$ cat src/lpim_pkg.sv
`default_nettype none
package lpim_pkg;

  // table geometry, slot count must be a power of two so the home slot is a mask
  localparam int unsigned SLOTS = 1024;
  localparam int unsigned IDX_W = $clog2(SLOTS);
  localparam int unsigned CNT_W = 11;

  localparam logic [31:0] HASH_MULT = 32'h9E37_79B1;

  // command codes
  localparam logic [1:0] CMD_INSERT = 2'd0;
  localparam logic [1:0] CMD_REMOVE = 2'd1;
  localparam logic [1:0] CMD_LOOKUP = 2'd2;

  // status codes
  localparam logic [1:0] ST_OK        = 2'd0;
  localparam logic [1:0] ST_NOT_FOUND = 2'd1;
  localparam logic [1:0] ST_FULL      = 2'd2;

  typedef struct packed {
    logic [1:0]  command;
    logic [31:0] synapse_key;
    logic [31:0] dendrite_value;
    logic [31:0] spine_value;
  } in_item_t;

  typedef struct packed {
    logic [1:0]       status;
    logic [31:0]      out_dendrite;
    logic [31:0]      out_spine;
    logic [CNT_W-1:0] stored_count;
  } out_item_t;

  typedef struct packed {
    logic        used;
    logic [31:0] key;
    logic [31:0] dendrite;
    logic [31:0] spine;
  } slot_t;

  typedef struct packed {
    logic             en;
    logic [IDX_W-1:0] addr;
    slot_t            data;
  } tbl_wr_t;

endpackage
`default_nettype wire

$ cat src/lpim_hash.sv
`default_nettype none
module lpim_hash (
  input  wire logic                       clk,
  input  wire logic                       load,
  input  wire logic [31:0]                key,
  output logic [lpim_pkg::IDX_W-1:0]      home_idx
);
  import lpim_pkg::*;

  logic [31:0] prod;
  logic [31:0] hash_r;

  // multiplicative hash, product kept modulo 2^32
  assign prod = key * HASH_MULT;

  always_ff @(posedge clk) begin
    if (load) begin
      hash_r <= prod;
    end
  end

  assign home_idx = hash_r[IDX_W-1:0];

endmodule
`default_nettype wire

$ cat config.mk
export PLATFORM = sky130hd
export DESIGN_NAME = lpim_hash
export DESIGN_NICKNAME = d
export VERILOG_FILES = /design/src/lpim_pkg.sv /design/src/lpim_hash.sv
export SDC_FILE = /design/constraint.sdc
export NUM_CORES = 1
export LEC_CHECK = 0
export BUFFER_PORTS_ARGS = -buffer_cell sky130_fd_sc_hd__buf_2
export CAP_MARGIN = 0
export CORE_MARGIN = 5
export CORE_UTILIZATION = 42
export CTS_CLUSTER_SIZE = 14
export DETAILED_ROUTE_END_ITERATION = 7
export GPL_TIMING_DRIVEN = 0
export PLACE_DENSITY_LB_ADDON = 0.08
export SETUP_SLACK_MARGIN = 0.3
export SYNTH_ARGS = -nofsm -noshare
export SYNTH_HDL_FRONTEND = slang
export SYNTH_SLANG_ARGS = --single-unit
$ cat constraint.sdc
create_clock -name clk -period 3.5 [get_ports clk]
set_input_delay 0.35 -clock clk [delete_from_list [all_inputs] [get_ports clk]]
set_output_delay 0.35 -clock clk [all_outputs]
set_load 0.1 [all_outputs]
==> impl_metrics.env <==
export IMPL_pre_cts_slack_ns=0.0656
export IMPL_status="finished clean"
export IMPL_design_area_um2=918
export IMPL_cts_sinks=10
export IMPL_synthTopCellsByArea="edfxtp_1, ha_1, xnor2_1"
export IMPL_clock_fmax_ghz=0.324
export IMPL_crit_path_start_kind="input port"
export IMPL_reg_top3="hash_r (10)"
export IMPL_maxSlewViolCount=0
export IMPL_layout_nets=135
export IMPL_relSlewSlack_pct=67.7
export IMPL_fin_ws_ns=0.418
export IMPL_largest_register_ffs=10
export IMPL_synth_fa_ha_area_share_pct=38.3
export IMPL_antenna_found_initial=0
export IMPL_start_util_pct=43.7
export IMPL_p_int_uw=318
export IMPL_place_congestion=0.716
export IMPL_ant_nets=0
export IMPL_synth_warnings=0
export IMPL_synth_xor_area_share_pct=13.6
export IMPL_synth_top_cell_by_area="edfxtp_1"
export IMPL_cap_viol_max_count=0
export IMPL_synth_top_flop_cell="edfxtp_1"
export IMPL_placed_cell_area_um2=882
export IMPL_p_switching_uw=309
export IMPL_postRouteWirelength_mm=1.03
export IMPL_drtIter0Drc=4
export IMPL_syn_area_um2=746
export IMPL_cp_data_required_time_ns=3.51
export IMPL_synth_area_mux_share_pct=0
export IMPL_async_reset_ff_share_pct=0
export IMPL_endpoint_kind="flip-flop"
export IMPL_fin_crit_sh_pct=88.1
export IMPL_synth_seq_cells=10
export IMPL_power_leakage_nw=0.466
export IMPL_min_period_ns=3.08
export IMPL_vias_per_cell=4.23
export IMPL_design_core_area_um2=1710
export IMPL_die_x_um=52.1
export IMPL_grt_start_max_net_pins=11
export IMPL_grt_pass1_wl_mm=1.65
export IMPL_drcViolationCount=0
export IMPL_num_rows=15
export IMPL_p_per_area_nw_per_um2=683
export IMPL_syn2layout_area_growth_pct=23.2
export IMPL_p_sw_share_pct=49.3
export IMPL_rsz0062_at_grt="false"
export IMPL_critPathKind="in2reg"
export IMPL_hold_viol=0
export IMPL_clkPwrFrac_pct=12.0
export IMPL_post_cts_buffers=0
export IMPL_top_register="hash_r"
export IMPL_setup_tns_ns=0
export IMPL_dp_hpwl_um=923
export IMPL_cts_made_buffers=3
export IMPL_irDropWorstVdd_v=0.000460
export IMPL_grt_pass1_vias=419
export IMPL_clk_path_buf_depth=2
export IMPL_synth_edff_count=10
export IMPL_drive_gt1_share_pct=32.9
export IMPL_cts_root_buf="clkbuf_4"
export IMPL_power_total_uw=627
export IMPL_grt_util_all_layers_pct=8.79
export IMPL_cts_tree="built"
export IMPL_worstPathArrival_ns=3.09
export IMPL_synth_top_family_by_area="adder cells"
export IMPL_htreeDepth=1
export IMPL_synth_top_area_share_pct=40.3
export IMPL_io_pin_count=44
export IMPL_setup_viol=0
export IMPL_wl_per_cell_um=9.94
export IMPL_yosysMostFrequentCell="ha_1"
export IMPL_syn_inst=54
export IMPL_synth_compound_area_share_pct=3.36
export IMPL_hold_slack_ns=0.305
export IMPL_vias=440
export IMPL_hp_class="in2reg"
export IMPL_seq_power_share_pct=27.8
export IMPL_die_area_um2=2720
export IMPL_die_height_um=52.1
export IMPL_synth_commonest_cells="ha_1, edfxtp_1, inv_1"
export IMPL_yosysSeqAreaShare_pct=40.3
export IMPL_path_clk_slew_ns=0.06
export IMPL_worst_pin_slew_ns=0.487
export IMPL_diodes=0
export IMPL_ys_types=9
export IMPL_cp_max_fo=4
export IMPL_overflow=0
export IMPL_portBuffers=21
export IMPL_firstDrtPassIters=4
export IMPL_synth_area_per_cell_um2=13.8
export IMPL_synthSimpleGateAreaFrac_pct=0
export IMPL_synth_net_count=109
export IMPL_p_comb_share_pct=60.2
## per-layer routing
layer	vias to the layer above	share of wire (%)	GRT usage (%)
met3	4	7.4	1.72
met2	18	42	13.4
met5	-	0	0
li1	236	-	-
met1	182	47	10.4
met4	0	3.8	7.66
## layout by cell type (no fill, tap or decap)
master and instances:
xnor2_1 6, xnor2_2 1, inv_1 9, a21o_1 2, buf_2 21, fa_2 1
a21oi_1 2, xnor3_1 1, ha_1 18, clkbuf_4 3, clkinv_1 1, edfxtp_1 10
xor2_1 2, fa_1 2
## area by class of cell
cell class	count	area, um2
clock buffer	3	22.5
clock inverter	1	3.75
fill	156	790
inverter	9	33.8
multi-input combinational	35	422
sequential	10	300
tap	25	31.3
timing repair buffer	21	105
## metrics by stage
step	utilization, %	std cells
after floorplan	-	54
after global placement	51.6	100
after detailed placement	51.6	100
after CTS	53.2	104
after global routing	53.8	104
final	53.8	104
## power by group through the flow
stage | sequential (mW) | clock [mW] | combinational, mW
global route | 0.177 | 0.0820 | 0.406
CTS | 0.175 | 0.0781 | 0.380
global placement | 0.177 | 0 | 0.378
detailed placement | 0.177 | 0 | 0.378
finish | 0.174 | 0.0755 | 0.378
floorplan | 0.367 | 0 | 0.131
## worst paths after layout
kind	from	endpoint	slack [ns]	depth (start not counted)
worst max-delay path	key[0]	hash_r[9]	0.42	11
worst min-delay path	key[3]	hash_r[3]	0.30	1
## what timing repair did
item / in CTS / in global routing
setup endpoints to repair: 0 / 1
resized for setup: 0 / 2
hold buffers: 0 / 0
## logic make-up after synthesis
family / after synthesis
adder cells (fa/ha/maj): 21
AO/OA/AOI/OAI: 4
flip-flops: 10
XOR/XNOR: 10
buffers and inverters: 9
## worst max-delay path, stage by stage
cell,delay (ns)
buf_2,0.13
ha_1,0.32
ha_1,0.28
inv_1,0.05
fa_1,0.53
inv_1,0.04
ha_1,0.31
fa_2,0.54
ha_1,0.25
a21oi_1,0.19
xnor2_1,0.10
(Power assumes the default switching activity.)
